**src/hdl/csd_pkg.sv**
```systemverilog
// ----------------------------------------------------------------------------
// csd_pkg: shared types and constants of the curve grid snap block
// Widths, register indexes and the structs passed between the sub-units.
// ----------------------------------------------------------------------------
package csd_pkg;

  // point dimensionality and derived index width
  localparam int unsigned DIMS     = 2;
  localparam int unsigned DimW     = (DIMS > 1) ? $clog2(DIMS) : 1;

  // field widths
  localparam int unsigned ValW     = 32;
  localparam int unsigned StepW    = 31;
  localparam int unsigned CfgIdxW  = 3;
  localparam int unsigned CfgDataW = 32;
  localparam int unsigned NumShift = 4;
  localparam int unsigned ShIdxW   = $clog2(NumShift);
  localparam int unsigned CntW     = $clog2(ValW);

  localparam logic [StepW-1:0] GridStepRst = StepW'(590);

  // configuration register indexes
  typedef enum logic [CfgIdxW-1:0] {
    REG_GRID_STEP = 3'd0,
    REG_SHIFT_0   = 3'd1,
    REG_SHIFT_1   = 3'd2,
    REG_SHIFT_2   = 3'd3,
    REG_SHIFT_3   = 3'd4
  } cfg_reg_e;

  // per-coordinate tag carried alongside the snapping work
  typedef struct packed {
    logic [DimW-1:0] dim;
    logic            complete;
    logic            curve_end;
  } coord_tag_t;

  // snapped coordinate handed to the dedup unit
  typedef struct packed {
    logic [ValW-1:0] value;
    coord_tag_t      tag;
  } snap_res_t;

  // remainder unit request and response
  typedef struct packed {
    logic            start;
    logic [ValW-1:0] dividend;
  } div_req_t;

  typedef struct packed {
    logic             done;
    logic [StepW-1:0] remainder;
  } div_rsp_t;

endpackage

```
**src/hdl/csd_intf.sv**
```systemverilog
// ----------------------------------------------------------------------------
// csd_intf: valid/ready channels of the curve grid snap block
// Coordinate input, result output and configuration write channels.
// ----------------------------------------------------------------------------
interface csd_coord_if;
  logic                             valid;
  logic                             ready;
  logic signed [csd_pkg::ValW-1:0]  coord_value;
  logic                             point_end;
  logic                             curve_end;

  modport source (output valid, coord_value, point_end, curve_end, input ready);
  modport sink   (input valid, coord_value, point_end, curve_end, output ready);
endinterface

interface csd_res_if;
  logic                             valid;
  logic                             ready;
  logic signed [csd_pkg::ValW-1:0]  snapped_value;
  logic                             point_last;
  logic                             curve_last;
  logic                             marker_only;

  modport source (output valid, snapped_value, point_last, curve_last, marker_only,
                  input ready);
  modport sink   (input valid, snapped_value, point_last, curve_last, marker_only,
                  output ready);
endinterface

interface csd_cfg_if;
  logic                          valid;
  logic                          ready;
  logic [csd_pkg::CfgIdxW-1:0]   index;
  logic [csd_pkg::CfgDataW-1:0]  data;

  modport source (output valid, index, data, input ready);
  modport sink   (input valid, index, data, output ready);
endinterface

```
**src/hdl/csd_rem_div.sv**
```systemverilog
// ----------------------------------------------------------------------------
// csd_rem_div: bit-serial restoring remainder unit
// Shifts the dividend in one bit per cycle and keeps the partial remainder.
// ----------------------------------------------------------------------------
module csd_rem_div (
  input  logic                     clk_i,
  input  logic                     rst_ni,
  input  csd_pkg::div_req_t        req_i,
  input  logic [csd_pkg::StepW-1:0] divisor_i,
  output csd_pkg::div_rsp_t        rsp_o
);
  import csd_pkg::*;

  logic             busy_q, busy_d;
  logic             done_q, done_d;
  logic [CntW-1:0]  cnt_q, cnt_d;
  logic [ValW-1:0]  num_q, num_d;
  logic [StepW-1:0] rem_q, rem_d;

  logic [StepW:0]   trial;
  logic [StepW+1:0] diff;

  // trial subtraction of the pitch from the shifted remainder
  assign trial = {rem_q, num_q[ValW-1]};
  assign diff  = {1'b0, trial} - {2'b00, divisor_i};

  // iteration control
  always_comb begin
    busy_d = busy_q;
    done_d = 1'b0;
    cnt_d  = cnt_q;
    num_d  = num_q;
    rem_d  = rem_q;
    if (req_i.start) begin
      busy_d = 1'b1;
      cnt_d  = '0;
      num_d  = req_i.dividend;
      rem_d  = '0;
    end else if (busy_q) begin
      num_d = {num_q[ValW-2:0], 1'b0};
      rem_d = diff[StepW+1] ? trial[StepW-1:0] : diff[StepW-1:0];
      cnt_d = cnt_q + 1'b1;
      if (cnt_q == CntW'(ValW - 1)) begin
        busy_d = 1'b0;
        done_d = 1'b1;
      end
    end
  end

  // control registers
  always_ff @(posedge clk_i or negedge rst_ni) begin
    if (!rst_ni) begin
      busy_q <= 1'b0;
      done_q <= 1'b0;
      cnt_q  <= '0;
    end else begin
      busy_q <= busy_d;
      done_q <= done_d;
      cnt_q  <= cnt_d;
    end
  end

  // datapath registers
  always_ff @(posedge clk_i) begin
    num_q <= num_d;
    rem_q <= rem_d;
  end

  assign rsp_o.done      = done_q;
  assign rsp_o.remainder = rem_q;

endmodule

```
**src/hdl/csd_snap.sv**
```systemverilog
// ----------------------------------------------------------------------------
// csd_snap: snaps one coordinate to the shifted grid
// Offset removal, magnitude, serial floor remainder, rounding and saturation.
// ----------------------------------------------------------------------------
module csd_snap (
  input  logic                      clk_i,
  input  logic                      rst_ni,
  input  logic                      start_i,
  input  logic [csd_pkg::ValW-1:0]  coord_i,
  input  logic [csd_pkg::StepW-1:0] shift_i,
  input  logic [csd_pkg::StepW-1:0] step_i,
  input  csd_pkg::coord_tag_t       tag_i,
  output logic                      idle_o,
  output logic                      res_valid_o,
  output csd_pkg::snap_res_t        res_o,
  input  logic                      res_ready_i
);
  import csd_pkg::*;

  localparam int unsigned DW = ValW + 1;
  localparam int unsigned SW = ValW + 2;

  typedef enum logic [5:0] {
    S_IDLE = 6'b000001,
    S_ABS  = 6'b000010,
    S_DIV  = 6'b000100,
    S_RND  = 6'b001000,
    S_ADD  = 6'b010000,
    S_DONE = 6'b100000
  } snap_state_e;

  snap_state_e      state_q, state_d;
  logic [ValW-1:0]  x_q;
  logic [DW-1:0]    d_q, mag;
  logic [StepW-1:0] r_q;
  logic [DW-1:0]    t_q;
  logic [ValW-1:0]  y_q;
  coord_tag_t       tag_q;
  logic             neg;
  logic             round_up;
  logic [SW-1:0]    sum;
  logic [ValW-1:0]  sat;
  div_req_t         div_req;
  div_rsp_t         div_rsp;

  assign neg = d_q[DW-1];
  assign mag = neg ? (~d_q + 1'b1) : d_q;

  // serial remainder unit
  assign div_req.start    = (state_q == S_ABS);
  assign div_req.dividend = mag[ValW-1:0];

  csd_rem_div u_div (
    .clk_i     (clk_i),
    .rst_ni    (rst_ni),
    .req_i     (div_req),
    .divisor_i (step_i),
    .rsp_o     (div_rsp)
  );

  // rounding decision: 2r > pitch, ties round down
  assign round_up = (r_q > (step_i >> 1));

  // add the correction and clamp to the coordinate range
  assign sum = {{2{x_q[ValW-1]}}, x_q} + {t_q[DW-1], t_q};
  always_comb begin
    if ((sum[SW-1] != sum[ValW-1]) || (sum[SW-2] != sum[ValW-1])) begin
      sat = sum[SW-1] ? {1'b1, {(ValW-1){1'b0}}} : {1'b0, {(ValW-1){1'b1}}};
    end else begin
      sat = sum[ValW-1:0];
    end
  end

  // sequencer
  always_comb begin
    state_d = state_q;
    case (state_q)
      S_IDLE: if (start_i) state_d = S_ABS;
      S_ABS:  state_d = S_DIV;
      S_DIV:  if (div_rsp.done) state_d = S_RND;
      S_RND:  state_d = S_ADD;
      S_ADD:  state_d = S_DONE;
      S_DONE: if (res_ready_i) state_d = S_IDLE;
      default: state_d = S_IDLE;
    endcase
  end

  always_ff @(posedge clk_i or negedge rst_ni) begin
    if (!rst_ni) begin
      state_q <= S_IDLE;
    end else begin
      state_q <= state_d;
    end
  end

  // datapath registers
  always_ff @(posedge clk_i) begin
    if (state_q == S_IDLE && start_i) begin
      x_q   <= coord_i;
      d_q   <= {coord_i[ValW-1], coord_i} - {2'b00, shift_i};
      tag_q <= tag_i;
    end
    // floor remainder: negative offsets take the complement
    if (state_q == S_DIV && div_rsp.done) begin
      r_q <= (neg && (div_rsp.remainder != '0)) ? (step_i - div_rsp.remainder)
                                                 : div_rsp.remainder;
    end
    // correction: pitch minus remainder when rounding up, else minus remainder
    if (state_q == S_RND) begin
      t_q <= round_up ? ({2'b00, step_i} - {2'b00, r_q}) : ('0 - {2'b00, r_q});
    end
    if (state_q == S_ADD) begin
      y_q <= sat;
    end
  end

  assign idle_o      = (state_q == S_IDLE);
  assign res_valid_o = (state_q == S_DONE);
  assign res_o.value = y_q;
  assign res_o.tag   = tag_q;

endmodule

```
**src/hdl/csd_emit.sv**
```systemverilog
// ----------------------------------------------------------------------------
// csd_emit: point assembly, duplicate drop and result sequencing
// Collects snapped coordinates, compares each point with the last one sent
// and plays the run out through an output register.
// ----------------------------------------------------------------------------
module csd_emit (
  input  logic               clk_i,
  input  logic               rst_ni,
  input  logic               snap_valid_i,
  input  csd_pkg::snap_res_t snap_i,
  output logic               snap_ready_o,
  csd_res_if.source          result_o
);
  import csd_pkg::*;

  typedef enum logic [3:0] {
    E_IDLE = 4'b0001,
    E_CMP  = 4'b0010,
    E_RUN  = 4'b0100,
    E_MARK = 4'b1000
  } emit_state_e;

  emit_state_e     state_q, state_d;
  logic [ValW-1:0] cur_q  [DIMS];
  logic [ValW-1:0] prev_q [DIMS];
  logic            prev_valid_q;
  logic            cend_q;
  logic [DimW-1:0] idx_q;
  logic            same;
  logic            run_last;
  logic            slot_free;
  logic            out_valid_q;
  logic [ValW-1:0] out_value_q;
  logic            out_plast_q;
  logic            out_clast_q;
  logic            out_marker_q;

  assign slot_free = !out_valid_q || result_o.ready;
  assign run_last  = (idx_q == DimW'(DIMS - 1));

  // point equality against the last point sent
  always_comb begin
    same = 1'b1;
    for (int j = 0; j < DIMS; j++) begin
      if (cur_q[j] != prev_q[j]) same = 1'b0;
    end
  end

  // sequencer
  always_comb begin
    state_d = state_q;
    case (state_q)
      E_IDLE: if (snap_valid_i && snap_i.tag.complete) state_d = E_CMP;
      E_CMP: begin
        if (prev_valid_q && same) begin
          state_d = cend_q ? E_MARK : E_IDLE;
        end else begin
          state_d = E_RUN;
        end
      end
      E_RUN:  if (slot_free && run_last) state_d = E_IDLE;
      E_MARK: if (slot_free) state_d = E_IDLE;
      default: state_d = E_IDLE;
    endcase
  end

  // control registers and previous point
  always_ff @(posedge clk_i or negedge rst_ni) begin
    if (!rst_ni) begin
      state_q      <= E_IDLE;
      prev_valid_q <= 1'b0;
      idx_q        <= '0;
      out_valid_q  <= 1'b0;
      for (int j = 0; j < DIMS; j++) prev_q[j] <= '0;
    end else begin
      state_q <= state_d;
      if (state_q == E_CMP) begin
        prev_valid_q <= !cend_q;
        idx_q        <= '0;
        if (!(prev_valid_q && same)) begin
          for (int j = 0; j < DIMS; j++) prev_q[j] <= cur_q[j];
        end
      end
      if (state_q == E_RUN && slot_free) idx_q <= idx_q + 1'b1;
      // output register handshake
      if ((state_q == E_RUN || state_q == E_MARK) && slot_free) begin
        out_valid_q <= 1'b1;
      end else if (result_o.ready) begin
        out_valid_q <= 1'b0;
      end
    end
  end

  // coordinate store and output payload
  always_ff @(posedge clk_i) begin
    if (state_q == E_IDLE && snap_valid_i) begin
      cur_q[snap_i.tag.dim] <= snap_i.value;
      cend_q                <= snap_i.tag.curve_end;
    end
    if (state_q == E_RUN && slot_free) begin
      out_value_q  <= cur_q[idx_q];
      out_plast_q  <= run_last;
      out_clast_q  <= run_last && cend_q;
      out_marker_q <= 1'b0;
    end else if (state_q == E_MARK && slot_free) begin
      out_value_q  <= '0;
      out_plast_q  <= 1'b0;
      out_clast_q  <= 1'b1;
      out_marker_q <= 1'b1;
    end
  end

  assign snap_ready_o           = (state_q == E_IDLE);
  assign result_o.valid         = out_valid_q;
  assign result_o.snapped_value = out_value_q;
  assign result_o.point_last    = out_plast_q;
  assign result_o.curve_last    = out_clast_q;
  assign result_o.marker_only   = out_marker_q;

endmodule

```
**src/hdl/curve_grid_snap_dedup.sv**
```systemverilog
// ----------------------------------------------------------------------------
// curve_grid_snap_dedup: shifted grid snapping with duplicate point removal
// Snaps signed Q16.16 curve coordinates to a per-dimension shifted grid and
// drops points equal to the previous point of the same curve.
// ----------------------------------------------------------------------------
// Coordinates arrive one beat each, dimensions in order; a point closes on
// point_end, on curve_end or on its last dimension. Each coordinate passes
// through offset removal, the bit-serial remainder unit, which takes one bit
// of the 32-bit offset magnitude per cycle, rounding and saturation to a
// snapped value; the next coordinate is taken only once that value has been
// handed on to point assembly, which is held off while a run waits on the
// output. A new point leaves as a run of one beat per dimension through an
// output register, a repeated point leaves nothing, and a repeated point at
// curve end leaves a single marker beat. Configuration writes are always
// taken and must only be issued while the block is idle.
module curve_grid_snap_dedup (
  input  logic      clk_i,
  input  logic      rst_ni,
  csd_coord_if.sink coord_i,
  csd_res_if.source result_o,
  csd_cfg_if.sink   cfg_i
);
  import csd_pkg::*;

  logic [StepW-1:0] grid_step_q;
  logic [StepW-1:0] shift_q [NumShift];
  logic [DimW-1:0]  dim_q;
  logic [StepW-1:0] step_eff;
  logic [ShIdxW-1:0] sh_idx;
  logic             accept;
  logic             snap_idle;
  logic             snap_valid;
  logic             snap_ready;
  snap_res_t        snap_res;
  coord_tag_t       tag;

  // configuration registers
  assign cfg_i.ready = 1'b1;

  always_ff @(posedge clk_i or negedge rst_ni) begin
    if (!rst_ni) begin
      grid_step_q <= GridStepRst;
      for (int i = 0; i < NumShift; i++) shift_q[i] <= '0;
    end else if (cfg_i.valid) begin
      case (cfg_reg_e'(cfg_i.index))
        REG_GRID_STEP: grid_step_q <= cfg_i.data[StepW-1:0];
        REG_SHIFT_0:   shift_q[0]  <= cfg_i.data[StepW-1:0];
        REG_SHIFT_1:   shift_q[1]  <= cfg_i.data[StepW-1:0];
        REG_SHIFT_2:   shift_q[2]  <= cfg_i.data[StepW-1:0];
        REG_SHIFT_3:   shift_q[3]  <= cfg_i.data[StepW-1:0];
        default: ;
      endcase
    end
  end

  // zero pitch behaves as the smallest pitch
  assign step_eff = (grid_step_q == '0) ? StepW'(1) : grid_step_q;

  // input beat acceptance and dimension tracking
  assign coord_i.ready = snap_idle;
  assign accept        = coord_i.valid && snap_idle;
  assign sh_idx        = ShIdxW'(dim_q);

  assign tag.dim       = dim_q;
  assign tag.complete  = coord_i.point_end || coord_i.curve_end ||
                         (dim_q == DimW'(DIMS - 1));
  assign tag.curve_end = coord_i.curve_end;

  always_ff @(posedge clk_i or negedge rst_ni) begin
    if (!rst_ni) begin
      dim_q <= '0;
    end else if (accept) begin
      dim_q <= tag.complete ? '0 : (dim_q + 1'b1);
    end
  end

  // snapping unit
  csd_snap u_snap (
    .clk_i       (clk_i),
    .rst_ni      (rst_ni),
    .start_i     (accept),
    .coord_i     (coord_i.coord_value),
    .shift_i     (shift_q[sh_idx]),
    .step_i      (step_eff),
    .tag_i       (tag),
    .idle_o      (snap_idle),
    .res_valid_o (snap_valid),
    .res_o       (snap_res),
    .res_ready_i (snap_ready)
  );

  // point assembly and output sequencing
  csd_emit u_emit (
    .clk_i        (clk_i),
    .rst_ni       (rst_ni),
    .snap_valid_i (snap_valid),
    .snap_i       (snap_res),
    .snap_ready_o (snap_ready),
    .result_o     (result_o)
  );

endmodule

```
**src/flat_wrapper.sv**
```systemverilog
// flat-port wrapper written by rule: the top's interface ports become plain ports
module curve_grid_snap_dedup_flat import csd_pkg::*;
  (clk_i, rst_ni, coord_i_valid, coord_i_coord_value, coord_i_point_end, coord_i_curve_end, coord_i_ready, result_o_valid, result_o_snapped_value, result_o_point_last, result_o_curve_last, result_o_marker_only, result_o_ready, cfg_i_valid, cfg_i_index, cfg_i_data, cfg_i_ready);
  csd_coord_if coord_i_i ();
  csd_res_if result_o_i ();
  csd_cfg_if cfg_i_i ();
  input  logic clk_i;
  input  logic rst_ni;
  input wire logic [$bits(coord_i_i.valid)-1:0] coord_i_valid;
  input wire logic [$bits(coord_i_i.coord_value)-1:0] coord_i_coord_value;
  input wire logic [$bits(coord_i_i.point_end)-1:0] coord_i_point_end;
  input wire logic [$bits(coord_i_i.curve_end)-1:0] coord_i_curve_end;
  output wire logic [$bits(coord_i_i.ready)-1:0] coord_i_ready;
  output wire logic [$bits(result_o_i.valid)-1:0] result_o_valid;
  output wire logic [$bits(result_o_i.snapped_value)-1:0] result_o_snapped_value;
  output wire logic [$bits(result_o_i.point_last)-1:0] result_o_point_last;
  output wire logic [$bits(result_o_i.curve_last)-1:0] result_o_curve_last;
  output wire logic [$bits(result_o_i.marker_only)-1:0] result_o_marker_only;
  input wire logic [$bits(result_o_i.ready)-1:0] result_o_ready;
  input wire logic [$bits(cfg_i_i.valid)-1:0] cfg_i_valid;
  input wire logic [$bits(cfg_i_i.index)-1:0] cfg_i_index;
  input wire logic [$bits(cfg_i_i.data)-1:0] cfg_i_data;
  output wire logic [$bits(cfg_i_i.ready)-1:0] cfg_i_ready;
  assign coord_i_i.valid = coord_i_valid;
  assign coord_i_i.coord_value = coord_i_coord_value;
  assign coord_i_i.point_end = coord_i_point_end;
  assign coord_i_i.curve_end = coord_i_curve_end;
  assign coord_i_ready = coord_i_i.ready;
  assign result_o_valid = result_o_i.valid;
  assign result_o_snapped_value = result_o_i.snapped_value;
  assign result_o_point_last = result_o_i.point_last;
  assign result_o_curve_last = result_o_i.curve_last;
  assign result_o_marker_only = result_o_i.marker_only;
  assign result_o_i.ready = result_o_ready;
  assign cfg_i_i.valid = cfg_i_valid;
  assign cfg_i_i.index = cfg_i_index;
  assign cfg_i_i.data = cfg_i_data;
  assign cfg_i_ready = cfg_i_i.ready;
  curve_grid_snap_dedup u_core (.clk_i(clk_i), .rst_ni(rst_ni), .coord_i(coord_i_i), .result_o(result_o_i), .cfg_i(cfg_i_i));
endmodule
```
**config.mk**
```make
export PLATFORM = sky130hd
export DESIGN_NAME = curve_grid_snap_dedup_flat
export DESIGN_NICKNAME = d
export VERILOG_FILES = /design/src/hdl/csd_pkg.sv /design/src/hdl/csd_intf.sv /design/src/hdl/csd_rem_div.sv /design/src/hdl/csd_snap.sv /design/src/hdl/csd_emit.sv /design/src/hdl/curve_grid_snap_dedup.sv /design/src/flat_wrapper.sv
export SDC_FILE = /design/constraint.sdc
export NUM_CORES = 1
export LEC_CHECK = 0
export BUFFER_PORTS_ARGS = -buffer_cell sky130_fd_sc_hd__buf_2
export CELL_PAD_IN_SITES_DETAIL_PLACEMENT = 0
export CELL_PAD_IN_SITES_GLOBAL_PLACEMENT = 1
export CORE_UTILIZATION = 40
export DETAILED_ROUTE_END_ITERATION = 6
export GPL_TIMING_DRIVEN = 0
export HOLD_SLACK_MARGIN = 0.02
export PLACE_DENSITY_LB_ADDON = 0.1
export SETUP_SLACK_MARGIN = 0.2
export SLEW_MARGIN = 20
export SYNTH_ARGS = -nofsm -noshare
export SYNTH_HDL_FRONTEND = slang
export SYNTH_SLANG_ARGS = --single-unit
export TNS_END_PERCENT = 10
```
**constraint.sdc**
```tcl
create_clock -name clk_i -period 13.4 [get_ports clk_i]
set_clock_uncertainty 0.2 [all_clocks]
set_input_delay 0 -clock clk_i [delete_from_list [all_inputs] [get_ports clk_i]]
set_output_delay 0 -clock clk_i [all_outputs]
set_load 0.02 [all_outputs]
```
==> impl_metrics.ini <==
[synthesis]
yosysTopAreaCell = edfxtp_1
ys_types = 89
yosysMostFrequentCell = edfxtp_1
syn_inst = 2722
synth_commonest_cells = edfxtp_1, o21ai_0, nand2_1
ys.flop_type = edfxtp_1
yosys-top-cells-area = edfxtp_1, dfrtp_1, ha_1
synth_edf_count = 294
ys_ff_latch = 504
synth_area_per_cell_um2 = 10.7
syn-cell-area_um2 = 29000
synth_nets = 2989
synth.top_cell.area_share = 0.304
synth_seq_area_share = 0.480
async_flop_share = 0.353
yosys_warnings = 0

[layout]
final_nets = 3317
area_growth_pct = 18.9
stdcell_count = 4050
antenna_cells = 0
fin_util = 0.482
drive_above_1_share = 0.140

[place]
dp.final_hpwl_mm = 66.2
placed_cells = 3793
port-buffer-count = 109
gp_routability_congestion = 0.894

[critical_path]
r2r_setup_slack_ns = 7.12
cp.required_ns = 13.58
arrival_ns = 6.46
critical_path_class = register to register
worstPathMaxFanout = 10
cp_top_family = compound AO/OA/AOI/OAI gates
worstRegToRegCells = 21
cpPeakStageDelay_ns = 0.60
cp-start-kind = register
path_cells = inv_1 > ha_1 > nand4_1 > nor2_1 > nand2_1 > nor3_1 > o21ai_0 > a22oi_1 > clkbuf_1 > and2_1 > ha_1 > a21oi_1 > o21ai_0 > a2111oi_2 > a21oi_1 > o21ai_0 > a31oi_1 > or4_1 > a31o_2 > a21oi_1 > xnor2_1
crit_slowest_cell = dfrtp_1
crit_path_end_kind = register
r2r_end = u_core.u_snap.t_q[30]
r2r_start = u_core.grid_step_q[30]
path_buf_inv = 2

[run]
cap_viol_max_count = 0

[hold_path]
hold_start = cfg_i_data[8]
min_to = u_core.grid_step_q[8]
min_path_cells = 4
hold_path.class = input pin to register

[sta]
setup_viol = 0
period_share = 0.469
max_slew_margin = 0.249
finalCriticalPeriod_ns = 6.29
hold_viol_final = 0
fmax_mhz = 159
rsz0062_at_grt = no
worst_pin_slew_ns = 1.13
slew_viol_final = 0
tns_ns = 0

[die]
core_um2 = 71600
die_area_um2 = 73600
die_y_um = 271
start_util = 0.405
io_pins = 112
die_w_um = 271
rows = 98

[clocking]
clockBufferDepth = 3
cts.htree.levels = 2
clkLatencyLatePin_ns = 0.63
numCtsBuffers = 58
cts_tree = done
cts_resized = 0
cts_root_buf = clkbuf_16
post-cts-setup-buffer-count = 0
clock-sinks = 504
path_clk_slew_ns = 0.06

[grt]
grt_max_degree = 71
antenna_found_initial = 2
grt_pass1_vias = 22100
grt_use_total = 0.227
gr-total-overflow = 0
grt_pass1_wl_mm = 129

[drt]
firstDrtPassIters = 5
drt_iter0_markers = 1073
remaining_drc_errors = 0
routed_wl_mm = 84.4
num_vias = 21400
ant_nets = 0
wire_per_inst_um = 20.8
post_drt_via_cell_ratio = 5.27

[run_status]
status = completed

[power_and_ir_drop]
power.density_nw_per_um2 = 205
p_total_mw = 7.06
ir_worst_vdd_mv = 0.119
power_leakage_nw = 14.4
## cells by family after synthesis
group	share of synthesized area
xor gates and xnor gates	0.0634
AOI/OAI and AO/OA	0.156
muxes	0.0682
and+or+nand+nor	0.108
other	0.000129
adders and majority gates	0.0845
buffers and inverters	0.0400
DFF	0.480
## worst max path at each step
stage	depth (start not counted)	startpoint	slack [ns]	to
final	21	u_core.grid_step_q[30]	7.12	u_core.u_snap.t_q[30]
after global placement	26	u_core.grid_step_q[2]	7.06	u_core.u_snap.t_q[30]
after floorplan	26	u_core.grid_step_q[2]	8.27	u_core.u_snap.t_q[30]
after global routing	26	u_core.grid_step_q[2]	6.60	u_core.u_snap.t_q[30]
after detailed placement	21	u_core.grid_step_q[30]	6.99	u_core.u_snap.t_q[30]
after CTS	21	u_core.grid_step_q[30]	6.98	u_core.u_snap.t_q[30]
## cells in the final DEF (no fill, tap or decap), drive strengths merged, types with 71 or more instances in the layout
master       instances
xnor2              102
edfxtp             294
a21o                71
mux2               117
nor2               149
a21oi              154
ha                 188
nand2              214
inv                166
dfrtp              171
dlygate4sd3        146
o21ai              253
clkbuf             178
buf                147
xor2               108
## stage by stage
step / worst slack, ns / hold WS (ns) / area, µm²
3_3_place_gp: 7.06 / -0.0132 / 30700
6_report: 7.12 / 0.0442 / 34500
4_1_cts: 6.98 / 0.0201 / 34500
3_5_place_dp: 6.99 / -0.263 / 31000
2_1_floorplan: 8.27 / -0.496 / 29000
5_1_grt: 6.60 / 0.0384 / 34500
## cell type report
| class | instances | area (µm²) |
|---|---|---|
| Fill cell | 6673 | 37100 |
| Multi-Input combinational cell | 1933 | 14000 |
| Sequential cell | 504 | 13900 |
| Timing Repair Buffer | 268 | 2270 |
| Clock buffer | 82 | 1630 |
| Tap cell | 950 | 1190 |
| Inverter | 164 | 616 |
| Buffer | 121 | 549 |
| Clock inverter | 28 | 329 |
## state kept, by name, indices dropped and copies added (netlist names), 3 cells and up
name and flops:
u_core.u_emit.cur_q 64, u_core.u_snap.x_q 32, u_core.u_snap.t_q 32, u_core.u_emit.state_q 4, u_core.u_snap.u_div.num_q 32, u_core.u_snap.u_div.rem_q 31, u_core.u_snap.r_q 31, u_core.u_emit.prev_q 64
u_core.u_snap.y_q 32, u_core.shift_q 62, u_core.u_snap.res_o 3, u_core.u_emit.result_o.snapped_value 32, u_core.u_snap.state_q 6, u_core.u_snap.u_div.cnt_q 5, u_core.grid_step_q 31, u_core.u_snap.d_q 33
## timing repair
action	in CTS	in global routing
endpoints found under the setup margin	0	0
endpoints found under the hold margin	424	1
hold buffers	146	1
## per-layer routing
| metal | wire (µm) | track usage | up-vias |
|---|---|---|---|
| met2 | 43200 | 0.416 | 358 |
| met4 | 2200 | 0.0633 | 2 |
| li1 | - | - | 10500 |
| met1 | 36400 | 0.281 | 10300 |
| met5 | 7 | 0 | - |
| met3 | 2570 | 0.0255 | 127 |
## report_power, final
group	internal, mW	total, mW	switching [mW]
Sequential	2.10	2.35	0.252
Clock	0.965	1.62	0.657
Combinational	1.26	3.09	1.83
Total	4.32	7.06	2.74
## worst reg2reg max path: cells and delay by family (launching register included)
| kind | cells | cell delay, ns |
|---|---|---|
| simple gates | 6 | 1.42 |
| buf+inv | 2 | 0.58 |
| compound gates | 10 | 2.51 |
| flops | 1 | 0.60 |
| xor+xnor | 1 | 0.08 |
| fa+ha+maj | 2 | 0.64 |
(Power assumes the default switching activity.)
